`config.mk`:
```
export PLATFORM = sky130hd
export DESIGN_NAME = srl_core
export DESIGN_NICKNAME = d
export VERILOG_FILES = /design/src/hw/rtl/srl_pkg.sv /design/src/hw/rtl/srl_core.sv
export SDC_FILE = /design/constraint.sdc
export NUM_CORES = 1
export LEC_CHECK = 0
export BUFFER_PORTS_ARGS = -buffer_cell sky130_fd_sc_hd__buf_2
export CAP_MARGIN = 20
export CORE_MARGIN = 2
export CORE_UTILIZATION = 55
export DETAILED_ROUTE_END_ITERATION = 10
export GPL_TIMING_DRIVEN = 0
export PLACE_DENSITY = 0.76
export SLEW_MARGIN = 20
export SYNTH_ARGS = -nofsm -noshare
export SYNTH_HDL_FRONTEND = slang
export SYNTH_SLANG_ARGS = --single-unit
```
`constraint.sdc`:
```
create_clock -name clk -period 12.1 [get_ports clk]
set_clock_uncertainty 0.2 [all_clocks]
set_input_delay 1.21 -clock clk [delete_from_list [all_inputs] [get_ports clk]]
set_output_delay 1.21 -clock clk [all_outputs]
set_load 0.005 [all_outputs]
```
`src/hw/rtl/srl_pkg.sv`:
```
// Package for the S-record line checker: item types, constants and the hex decoder.
`default_nettype none

package srl_pkg;

  localparam int unsigned IdxW   = 10;
  localparam logic [IdxW-1:0] IdxMax = '1;

  localparam logic [7:0] CharS     = 8'h53;  // 'S'
  localparam logic [7:0] TypeOne   = 8'h31;  // '1'
  localparam logic [7:0] TypeNine  = 8'h39;  // '9'
  localparam logic [7:0] SumTarget = 8'hFF;

  typedef struct packed {
    logic [7:0] ch;
    logic       line_end;
  } item_t;

  typedef struct packed {
    logic       header_ok;
    logic [7:0] record_type;
    logic [7:0] byte_count;
    logic [7:0] byte_sum;
    logic       sum_checked;
    logic       sum_ok;
    logic       bad_digit;
  } result_t;

  typedef struct packed {
    logic       valid;
    logic [3:0] value;
  } hex_t;

  // Decodes one ASCII hex digit; anything else gives zero and no valid flag.
  function automatic hex_t hex_decode(input logic [7:0] c);
    hex_t h;
    h.valid = 1'b1;
    h.value = 4'd0;
    if (c >= 8'h30 && c <= 8'h39) begin
      h.value = c[3:0];
    end else if ((c >= 8'h41 && c <= 8'h46) || (c >= 8'h61 && c <= 8'h66)) begin
      h.value = c[3:0] + 4'd9;
    end else begin
      h.valid = 1'b0;
    end
    return h;
  endfunction

endpackage

`default_nettype wire

```
`src/hw/rtl/srl_core.sv`:
```
// Running line state of the S-record checker and the report for the line end.
`default_nettype none

module srl_core (
  input  logic            clk,
  input  logic            rst,
  input  logic            take,
  input  srl_pkg::item_t  item,
  output srl_pkg::result_t result
);

  logic [srl_pkg::IdxW-1:0] char_index, char_index_next;
  logic [3:0] high_nibble, high_nibble_next;
  logic [7:0] count_value, count_value_next;
  logic [7:0] running_sum, running_sum_next;
  logic [7:0] type_char, type_char_next;
  logic       start_ok, start_ok_next;
  logic       digit_error, digit_error_next;

  logic [srl_pkg::IdxW-1:0] pos;
  logic [srl_pkg::IdxW-2:0] byte_no;
  logic [7:0]               byte_val;
  srl_pkg::hex_t            hex;

  assign pos      = char_index - srl_pkg::IdxW'(2);
  assign byte_no  = pos[srl_pkg::IdxW-1:1];
  assign hex      = srl_pkg::hex_decode(item.ch);
  assign byte_val = {high_nibble, hex.value};

  always_comb begin
    char_index_next  = char_index;
    high_nibble_next = high_nibble;
    count_value_next = count_value;
    running_sum_next = running_sum;
    type_char_next   = type_char;
    start_ok_next    = start_ok;
    digit_error_next = digit_error;

    if (char_index == '0) begin
      start_ok_next = (item.ch == srl_pkg::CharS);
    end else if (char_index == srl_pkg::IdxW'(1)) begin
      type_char_next = item.ch;
    end else if (byte_no <= {1'b0, count_value}) begin
      // Characters past the counted bytes fall outside this branch and are ignored.
      if (!hex.valid) begin
        digit_error_next = 1'b1;
      end
      if (!pos[0]) begin
        high_nibble_next = hex.value;
      end else begin
        running_sum_next = running_sum + byte_val;
        if (byte_no == '0) begin
          count_value_next = byte_val;
        end
      end
    end

    if (char_index != srl_pkg::IdxMax) begin
      char_index_next = char_index + srl_pkg::IdxW'(1);
    end
  end

  always_comb begin
    result.header_ok   = start_ok_next;
    result.record_type = type_char_next;
    result.byte_count  = count_value_next;
    result.byte_sum    = running_sum_next;
    result.sum_checked = start_ok_next &&
                         (type_char_next == srl_pkg::TypeOne ||
                          type_char_next == srl_pkg::TypeNine);
    result.sum_ok      = !result.sum_checked || (running_sum_next == srl_pkg::SumTarget);
    result.bad_digit   = digit_error_next;
  end

  always_ff @(posedge clk) begin
    if (rst || (take && item.line_end)) begin
      char_index  <= '0;
      high_nibble <= '0;
      count_value <= '0;
      running_sum <= '0;
      type_char   <= '0;
      start_ok    <= 1'b0;
      digit_error <= 1'b0;
    end else if (take) begin
      char_index  <= char_index_next;
      high_nibble <= high_nibble_next;
      count_value <= count_value_next;
      running_sum <= running_sum_next;
      type_char   <= type_char_next;
      start_ok    <= start_ok_next;
      digit_error <= digit_error_next;
    end
  end

endmodule

`default_nettype wire

```
Yosys cells after proc, flatten, opt, wreduce, memory -nomap -nowiden
Index checks and enable logic that the tools add are counted.

storage, ports and cells
  output and inout bits = 28
  bits in writable memories = 0
  latch bits = 0
  memories kept = 0
  memory bits (read-only) = 0
  register bits = 40

cells by class
  div/mod/pow operators = 0
  reductions and logical operators = 14
  $mul = 0
  eq/ne operators = 6
  order comparisons = 7
  add/sub/neg operators = 4
  bitwise gates (word level) = 3
  multiplexer cells = 20
  shifts and indexed selects = 0

operators by type and width
  operator                                                            number
  2-to-1 mux 8 bit                                                    11
  equality test 8 x 6 -> 1 bit (second input constant)                2
  greater-or-equal comparator 8 x 7 -> 1 bit (second input constant)  2
  <= comparator 8 x 7 -> 1 bit (second input constant)                2
  adder 10 x 1 -> 10 bit (second input constant)                      1
  equality test 10 x 1 -> 1 bit (second input constant)               1
  logical NOT 10 bit                                                  1
  inequality test 10 bit (second input constant)                      1
  subtractor 10 x 2 -> 10 bit (second input constant)                 1
  <= comparator 9 x 8 -> 1 bit                                        1
  logical NOT 9 bit                                                   1
  adder 8 bit                                                         1
  equality test 8 x 7 -> 1 bit (second input constant)                1
  equality test 8 bit (second input constant)                         1
  greater-or-equal comparator 8 x 6 -> 1 bit (second input constant)  1
  <= comparator 8 x 6 -> 1 bit (second input constant)                1
  2-to-1 mux 4 bit                                                    2
  2-to-1 mux 1 bit                                                    7
  logical AND 1 bit                                                   5
  AND reduction 5 bit                                                 1
  adder 4 bit (second input constant)                                 1
  logical OR 1 bit                                                    4
  inverter 1 bit                                                      3
  AND reduction 2 bit                                                 1
  logical NOT 1 bit                                                   1

Depth between registers and ports, before layout
Gate-level depths: netlist (run 1).

  depth after elaboration = 12
  depth in mapped cells = 14
  mapped depth without buffers = 14

Least setup slack after synthesis (run 1)
No wires, ideal clock.

  kind = in2out
  start = input port item[4] in the netlist's numbering
  end = output port result[1] in the netlist's numbering
  data required time = 10690 ps
  buffers on the path = 0
  setup slack = 6838 ps
  arrival = 3852 ps
  stages = 11
  cell sequence = or3b_2 -> nor4_1 -> a21oi_1 -> a31oi_1 -> ha_1 -> and3_1 -> nor3_1 -> xnor2_1 -> and4_1 -> nand4_1 -> o311ai_1

RTL lines
  element          RTL line       text
  start, declared  srl_core.sv:8  input srl_pkg::item_t item,
  end, declared    srl_core.sv:9  output srl_pkg::result_t result

==> results.md, run 1 <==
* WS Path Type: in2out
* Diodes inserted at 0
* Layout fillers at 508
* Fmax achieved at 161.2 MHz
* Clk buf depth at 2
* Post-Syn Area at 0.003095 mm^2
* Chip height at 79.02 um
* Tot Pwr at 258.8 uW
* Clock sinks at 40
* Post-Syn Instances at 373
* IO Pins at 40
* Starting Density at 56.56%
* Area post-placement at 0.003371 mm^2
* Lkg Pwr at 0.001591 uW
* NetSw at 69.34 uW
* Share of cells above drive strength 1 at 17.70%
* Initial antenna violation count at 0
* Row count at 27
* Pwr Density at 74.63 mW/mm^2
* Worst-margin pin slew at 0.7298 ns
* Comb pwr share at 11.2%
* Synth Flop Type: dfxtp_1
* Period utilization at 51.28%
* DRT Wirelength at 7.441 mm
* Final Cell Area at 0.003468 mm^2
* CORE AREA at 0.005473 mm^2
* Post-CTS setup repair buffer count at 0
* Synth async-reset ratio at 0%
* Slew Limit Headroom at 50.83%
* Area Growth Syn to Fin at 12.05%
* GP Congestion at 0.8958
* Die Wd at 79.02 um
* Outcome: finished, final reports clean
* Number of enable flip-flop cells after synthesis at 0
* Cts hold-fix bufs at 0
* Die ar. at 0.006244 mm^2
* Clock Power Share at 37.1%
* Min Tclk post-route at 6.205 ns
* Post-DP HPWL at 5.641 mm
* Worst Path Required at 10.69 ns
* Min-Delay Path Class: reg2reg
* Max-slew violation count at 0
* CP Max Fanout at 5
* First-pass GRT wire length at 12.85 mm
* Port buffer count at 37
* GR Util All Layers at 25.61%
* DR iter-0 viols at 145
* Sw frac at 26.79%
* H-tree levels at 2
* CTS buffer count at 5
* Max cap viols at 0
* Syn Nets at 410
* Flop pwr share at 51.7%
* Final setup TNS at 0 ns
* Register clock-pin slew on the reported worst setup and hold paths at 0.08 ns
* FF+latch count, synth at 40
* Routed len/inst at 15.19 um
* Via count at 2,848
* Internal power at 189.5 uW
* Post-synthesis sequential area ratio at 25.87%
* Cell variety after synth at 62
* Grt ovf at 0
* WP data arrival at 4.79 ns
* Final setup violation count at 0
* TritonCTS clock tree: done
* CTS-repair resized insts at 0
* CTS root buffer: clkbuf_8
* Largest net degree at the start of global routing at 14
* Nature of the critical path startpoint: input port
* Avg Cell Area, Syn at 8.299 um^2
* DR vias/cell at 5.812
* Final Hold Viols at 0
* Unrepaired setup endpoints after global routing: no
* Yosys warns at 0
* Post-route ant nets at 0
* 1st-pass router iterations at 4
* Crit end category: output pin
* Vias in the first global route at 2,702
* # nets final at 454
* Skew-Pair Late Insertion Delay at 0.30 ns
* Peak supply drop at 53.66 uV
* DRC Markers at 0
[per-stage QoR]
stage / hold slack, ns / instances / utilization, % / setup slack [ns]
floorplan: 0.2386 / 373 / - / 6.838
global placement: 0.2529 / 482 / 61.59 / 6.015
detailed placement: 0.2646 / 482 / 61.59 / 5.939
CTS: 0.2782 / 490 / 63.37 / 5.931
global route: 0.3079 / 490 / 63.37 / 5.417
finish: 0.2763 / 490 / 63.37 / 5.895
[metal layers]
layer  share of wire [%]  global-route usage [%]
met1                  46                   33.62
met2                  48                   43.14
met3                 4.3                   4.659
met4                 1.5                   7.069
met5                   0                       0
[registers in the layout, summed over array words and instances, names as in the netlist]
| register | cells |
|---|---|
| running_sum | 8 |
| start_ok | 1 |
| type_char | 8 |
| high_nibble | 4 |
| count_value | 8 |
| char_index | 10 |
| digit_error | 1 |
[layout make-up]
class                   instances  area, um^2  area share, %
multi-input cells             290        2093          60.35
clock inverters                 2       15.01         0.4329
well taps                      72       90.09          2.597
repair buffers                 37       185.2          5.339
plain buffers                  23       126.4          3.644
clock buffers                   6       82.58          2.381
inverters                      20       75.07          2.164
flip-flops and latches         40       800.8          23.09
[critical path, stage by stage]
cell	delay (ns)
buf_2	0.13
or3b_2	0.49
nor4_1	0.63
a21oi_1	0.16
a31oi_1	0.45
ha_1	0.40
and3_1	0.18
o31ai_1	0.34
nand3_1	0.12
o311ai_0	0.22
nand4_1	0.17
o311ai_1	0.13
buf_2	0.17
[cells in the final DEF, fill, tap and decap left out, types with 3 or more instances in the layout]
cell / instances
nand3b_1: 4
a31oi_1: 8
ha_1: 24
nor3b_1: 3
nor3_1: 12
xor2_1: 9
o21ai_0: 15
or3_1: 5
buf_2: 39
buf_6: 4
clkbuf_1: 11
xnor2_1: 6
nand2_1: 13
a21oi_1: 24
and3_1: 5
nand4_1: 15
nand3_1: 7
mux2_2: 12
nor4_1: 7
mux2_1: 4
nor2_1: 45
clkbuf_8: 6
inv_1: 20
dfxtp_1: 40
o21ai_1: 3
and2_1: 3
mux2i_1: 16
a21o_1: 3
a211oi_1: 3
buf_1: 4
[final timing paths]
path              slack [ns]     startpoint  cells after the start        endpoint
setup / recovery        5.90        item[4]                     13       result[1]
hold / removal          0.28   type_char[6]                      2    type_char[6]
setup reg to reg        8.09  char_index[2]                     14  count_value[3]
hold reg to reg         0.28   type_char[6]                      2    type_char[6]
[cells by family after synthesis]
group                    Yosys count  synth area share, %
XOR/XNOR                          16                4.972
AND/OR/NAND/NOR                  141                25.34
adder cells (fa/ha/maj)           25                10.35
AO/OA/AOI/OAI                     75                15.48
flip-flops                        40                25.87
buffers and inverters             43                6.507
multiplexers                      33                11.48
[synth_stat cells (all sizes together) (2+ instances only)]
library cell	count	area (um^2)
nor2	45	168.9
dfxtp	40	800.8
a21oi	24	120.1
ha	24	300.3
inv	20	75.07
o21ai	18	90.08
mux2	17	195.2
mux2i	16	160.2
nand4	16	115.1
nand2	13	48.80
buf	12	85.07
nor3	12	60.06
clkbuf	11	41.29
xor2	9	78.83
a31oi	8	50.05
nor4	8	56.30
nand3	7	35.03
xnor2	6	52.55
and3	5	31.28
or3	5	31.28
and2	4	25.03
nand3b	4	30.03
a211oi	3	22.52
a21o	3	22.52
nor3b	3	22.52
or4	3	30.03
a2111oi	2	17.52
and3b	2	17.52
and4	2	17.52
nand2b	2	12.51
nand4bb	2	22.52
nor2b	2	12.51
nor4b	2	17.52
o21a	2	15.01
o21bai	2	15.01
o311ai	2	17.52
o31a	2	17.52
or2	2	12.51
[power by group through the flow]
stage | Sequential [uW] | Clock [uW] | Combinational, uW
2_1_floorplan | 137 | 0 | 19.6
3_3_place_gp | 137 | 0 | 28.1
3_5_place_dp | 137 | 0 | 28.7
4_1_cts | 134 | 98.5 | 29.0
5_1_grt | 134 | 105 | 32.9
6_report | 134 | 95.9 | 29.1
Note: power is estimated with default switching activity, not from simulation.
==> inputs of run 2 (changes only) <==
CORE_UTILIZATION = 53   (was 55)
PLACE_DENSITY = 0.77   (was 0.76)
clock period = 5.1 ns   (was 12.1 ns; I/O delays follow)
==> run 2 against run 1 <==
Effect of this change: design area increased by 0.69%; via count decreased by 0.25%; final cell count increased by 0.20%; sequential power increased by 140%; sequential share of layout area decreased by 0.16 points; count of clock-buffer cells in the layout unchanged; critical path depth unchanged; first-iteration DRC count decreased by 10%; setup slack got worse by 5.5 ns; non-clock buffer count increased by 1; wire length about the same; critical path type unchanged; critical endpoint unchanged; largest cell class unchanged.
==> results.md, run 2 (synthesis gave the netlist of run 1 again) <==
* Lkg Pwr at 0.001609 uW
* Crit end category: output pin
* Largest register FFs at 10
* Place WS at 0.2778 ns
* CTS buffer count at 5
* Clock Power Share at 40.3%
* Reg with most FFs: char_index
* Reg2Reg Depth at 15
* Final Hold Viols at 0
* Chip height at 80.43 um
* Internal power at 485.9 uW
* Crit-path cells: buf_2 -> or3b_2 -> nor4_2 -> a21oi_1 -> a31oi_1 -> ha_1 -> and3_1 -> o31ai_1 -> nand3_1 -> o311ai_0 -> nand4_1 -> o311ai_1 -> buf_2
* Port buffer count at 37
* Outcome: finished, final reports clean
* Diodes inserted at 0
* WS Path Type: in2out
* Area Growth Syn to Fin at 12.81%
* Unrepaired setup endpoints after global routing: no
* R2r endpoint: running_sum[1]
* Max cap viols at 0
* Clock sinks at 40
* Final Cell Area at 0.003492 mm^2
* Peak supply drop at 133.5 uV
* Die Wd at 80.43 um
* GP Congestion at 0.8660
* Comb pwr share at 10.8%
* Die ar. at 0.006468 mm^2
* DRC Markers at 0
* # nets final at 455
* Starting Density at 55.53%
* Crit. Startpoint: item[4]
* Final setup TNS at 0 ns
* CP max stage cell: or3b_2
* Via count at 2,841
* IO Pins at 40
* WP data arrival at 4.01 ns
* Post-DP HPWL at 5.581 mm
* Tot Pwr at 648.5 uW
* Sw frac at 25.08%
* Clk buf depth at 2
* Share of cells above drive strength 1 at 17.90%
* Hold path start: count_value[2]
* Largest net degree at the start of global routing at 13
* Max-slew violation count at 0
* Row count at 27
* Fmax achieved at 211.9 MHz
* Min-Delay Path Class: reg2reg
* 1st-pass router iterations at 4
* Post-route ant nets at 0
* Register clock-pin slew on the reported worst setup and hold paths at 0.08 ns
* CORE AREA at 0.005574 mm^2
* DR vias/cell at 5.786
* Pwr Density at 185.7 mW/mm^2
* CP endpoint: result[1]
* DR iter-0 viols at 130
* H-tree levels at 2
* Cts hold-fix bufs at 0
* DRT Wirelength at 7.442 mm
* Skew-Pair Late Insertion Delay at 0.30 ns
* Vias in the first global route at 2,578
* Worst Path Required at 4.39 ns
* Period utilization at 92.54%
* NetSw at 162.6 uW
* Min Hold Slack at 0.2843 ns
* Routed len/inst at 15.16 um
* Crit-path max cell delay at 0.51 ns
* CP most frequent cell: buf_2
* Nature of the critical path startpoint: input port
* CTS root buffer: clkbuf_8
* Layout fillers at 507
* GR Util All Layers at 24.00%
* CP Max Fanout at 5
* Commonest non-fill, non-tap cell in the layout: nor2_1
* Area post-placement at 0.003371 mm^2
* Grt ovf at 0
* Slew Limit Headroom at 47.04%
* Initial antenna violation count at 0
* Register-to-Register Setup Slack at 1.35 ns
* Most frequent cells in the layout: nor2_1 (45), dfxtp_1 (40), buf_2 (39)
* Worst-margin pin slew at 0.7860 ns
* Final setup violation count at 0
* Min Tclk post-route at 4.720 ns
* PnR worst setup slack at 0.3804 ns
* First-pass GRT wire length at 12.19 mm
* TritonCTS clock tree: done
* Critical R2R Launch: char_index[2]
* Flop pwr share at 49.0%
## run 2: cell types whose count changed in the layout (fill, tap and decap cells not counted), sizes merged
cell,before,now
buf,49,50
bufinv,0,1
clkinv,0,1
clkinvlp,2,0
## run 2: metrics by stage
step,util (%),instances
finish,62.65,491
global route,62.65,491
CTS,62.40,490
detailed placement,60.47,482
global placement,60.47,482
floorplan,-,373
## run 2: power by group through the flow
stage,clock [uW],combinational (uW),sequential [uW]
3_5_place_dp,0,67.7,325
3_3_place_gp,0,66.4,325
2_1_floorplan,0,46.6,324
5_1_grt,277,77.8,318
6_report,261,69.8,318
4_1_cts,266,68.3,318
## run 2: timing repair
item,4_1_cts,5_1_grt
buffers inserted,0,1
setup endpoints to repair,0,14
resized for setup,0,1
## run 2: worst min-delay path by stage
stage                           endpoint  slack, ns  cells past startpoint
final                     count_value[2]       0.28                      2
after global routing            start_ok       0.29                      2
after CTS                 count_value[2]       0.28                      2
after detailed placement  count_value[2]       0.27                      2
after global placement       digit_error       0.25                      2
after floorplan              digit_error       0.24                      2
## run 2: cell type report
class                           instances  area (um^2)  share of cell area [%]
Buffer                                 23        126.4                   3.619
Clock buffer                            6        72.57                   2.078
Clock inverter                          2        35.03                   1.003
Inverter                               20        75.07                   2.150
Multi-Input combinational cell        290         2100                   60.12
Sequential cell                        40        800.8                   22.93
Tap cell                               72        90.09                   2.580
Timing Repair Buffer                   38        192.7                   5.518
## run 2: layer usage
layer	up-vias	part of all wire, %	track usage (%)
met4	0	1.1	7.966
met5	-	0	0
met3	7	4.6	3.708
met1	1317	47	30.73
met2	69	47	41.00
li1	1448	-	-
## run 2: worst max-delay path: cells and delay by family
| kind | cells | cell delay (ns) |
|---|---|---|
| buf+inv | 2 | 0.31 |
| fa+ha+maj | 1 | 0.38 |
| compound gates | 5 | 1.27 |
| simple gates | 5 | 1.53 |
==> inputs of run 3 (changes only) <==
CORE_MARGIN = 1   (was 2)
CORE_UTILIZATION = 55   (was 53)
PLACE_DENSITY = 0.76   (was 0.77)
clock period = 5.5 ns   (was 5.1 ns; I/O delays follow)
==> run 3 against run 2 <==
Effect of this change: wire length is 0.64% lower; largest cell class unchanged; global-route usage is 2.2 points higher; largest power group unchanged; utilization is 3.4 points higher; critical path type is now reg2out.
==> results.md, run 3 (synthesis gave the netlist of run 1 again) <==
* Outcome: finished, final reports clean
* Routed len/inst at 15.15 um
* Min-Delay Path Class: reg2reg
* 1st-pass router iterations at 4
* Met3 global-route usage at 3.690%
* First-pass GRT wire length at 12.41 mm
* Cts hold-fix bufs at 0
* Worst Path Required at 4.75 ns
* Post-DP HPWL at 5.653 mm
* Cells after DPL at 480
* Via count at 2,832
* WP data arrival at 4.27 ns
* Unrepaired setup endpoints after global routing: no
* Fin cells at 488
* Largest register FFs at 10
* Skew-Pair Late Insertion Delay at 0.30 ns
* Min Tclk post-route at 5.025 ns
* Register-to-Register Setup Slack at 1.45 ns
* Tot Pwr at 603.6 uW
* Post-CTS setup repair buffer count at 0
* Peak supply drop at 136.5 uV
* R2r endpoint: count_value[3]
* Crit-path max cell delay at 0.53 ns
* Met2 Use GR at 45.36%
* Nature of the critical path startpoint: flip-flop
* TritonCTS clock tree: done
* Hold Path Sink: count_value[2]
* DR vias/cell at 5.803
* Slew Limit Headroom at 46.54%
* Most frequent cells in the layout: nor2_1 (45), dfxtp_1 (40), buf_2 (39)
* Reg2Reg Depth at 14
* Port buffer count at 37
* Chip height at 77.02 um
* GP Congestion at 0.8704
* Worst-margin pin slew at 0.7935 ns
* Max-slew violation count at 0
* CORE AREA at 0.005270 mm^2
* Grt ovf at 0
* CTS buffer count at 5
* Share of cells above drive strength 1 at 17.70%
* Final setup TNS at 0 ns
* Critical R2R Launch: char_index[2]
* # nets final at 454
* Reg with most FFs: char_index
* Lkg Pwr at 0.001601 uW
* CP max stage cell: o211ai_1
* Largest net degree at the start of global routing at 14
* DRC Markers at 0
* Max cap viols at 0
* CTS-repair resized insts at 0
* Initial antenna violation count at 0
* CTS root buffer: clkbuf_8
* Final setup violation count at 0
* Number of buffers and inverters on the critical path at 4
* Hold path start: count_value[2]
* Cell family with most CP delay: compound AO/OA/AOI/OAI gates
* Routing usage on met1 at 33.85%
* Starting Density at 58.74%
* Register clock-pin slew on the reported worst setup and hold paths at 0.08 ns
* Clk buf depth at 2
* Crit end category: output pin
* Area Growth Syn to Fin at 12.41%
* Vias in the first global route at 2,612
* IO Pins at 40
* Die Wd at 77.02 um
* Commonest non-fill, non-tap cell in the layout: nor2_1
* Crit-path cells: buf_2 -> inv_1 -> ha_1 -> nor3b_1 -> nor3b_1 -> xor2_1 -> ha_1 -> a2111oi_0 -> o21ai_0 -> o211ai_1 -> and3_1 -> buf_6 -> mux2_1 -> buf_2
* Period utilization at 91.36%
* Fmax achieved at 199.0 MHz
* Min Hold Slack at 0.2804 ns
* Clock sinks at 40
* Worst hold path stage count at 2
* Row count at 26
* DR iter-0 viols at 168
* Pwr Density at 173.5 mW/mm^2
* Diodes inserted at 0
* H-tree levels at 2
* Die ar. at 0.005932 mm^2
* Layer with the highest usage: met2
* GR Util All Layers at 26.23%
* Final Hold Viols at 0
* CP Max Fanout at 10
* Final core utilization at 66.03%
* DRT Wirelength at 7.394 mm
* Post-route ant nets at 0
* WS Path Type: reg2out
[run 3: cell count changes in the layout (fill, tap and decap cells not counted)]
cell	change
clkbuf_1	-1
nor4_2	-1
clkinvlp_4	+1
buf_4	-1
nor4_1	+1
[run 3: per-layer routing]
metal | vias up | share of wire (%)
met4 | 0 | 1.2
li1 | 1450 | -
met2 | 72 | 48
met3 | 8 | 4.9
met1 | 1302 | 46
met5 | - | 0
[run 3: through the flow]
step                      worst slack, ns  area (um^2)
final                              0.4754         3480
after floorplan                     1.439         3095
after global routing               0.1191         3480
after detailed placement           0.6940         3368
after CTS                          0.4314         3480
after global placement             0.7719         3368
[run 3: report_power, final]
part / internal (uW) / total (uW) / switching, uW
sequential: 291 / 294 / 2.85
clock: 134 / 245 / 111
combinational: 23.9 / 64.3 / 40.4
[run 3: final cells by class]
type | instances | area, um^2
Clock buffer | 5 | 68.82
Tap cell | 70 | 87.58
Inverter | 20 | 75.07
Buffer | 23 | 126.4
Sequential cell | 40 | 800.8
Fill cell | 501 | 1790
Multi-Input combinational cell | 290 | 2093
Clock inverter | 3 | 42.54
Timing Repair Buffer | 37 | 185.2
[run 3: worst min-delay path, delay by kind of cell, from the launching register on]
kind	cells	cell delay, ns
flip-flops	1	0.31
AO/OA/AOI/OAI	2	0.12
[run 3: worst max-delay path by stage]
stage | start | end | slack, ns | depth (start not counted)
3_3_place_gp | item[4] | result[1] | 0.77 | 13
2_1_floorplan | char_index[2] | result[5] | 1.44 | 13
5_1_grt | char_index[2] | result[6] | 0.12 | 14
6_report | char_index[2] | result[3] | 0.48 | 14
3_5_place_dp | item[4] | result[1] | 0.69 | 12
4_1_cts | char_index[2] | result[6] | 0.43 | 14
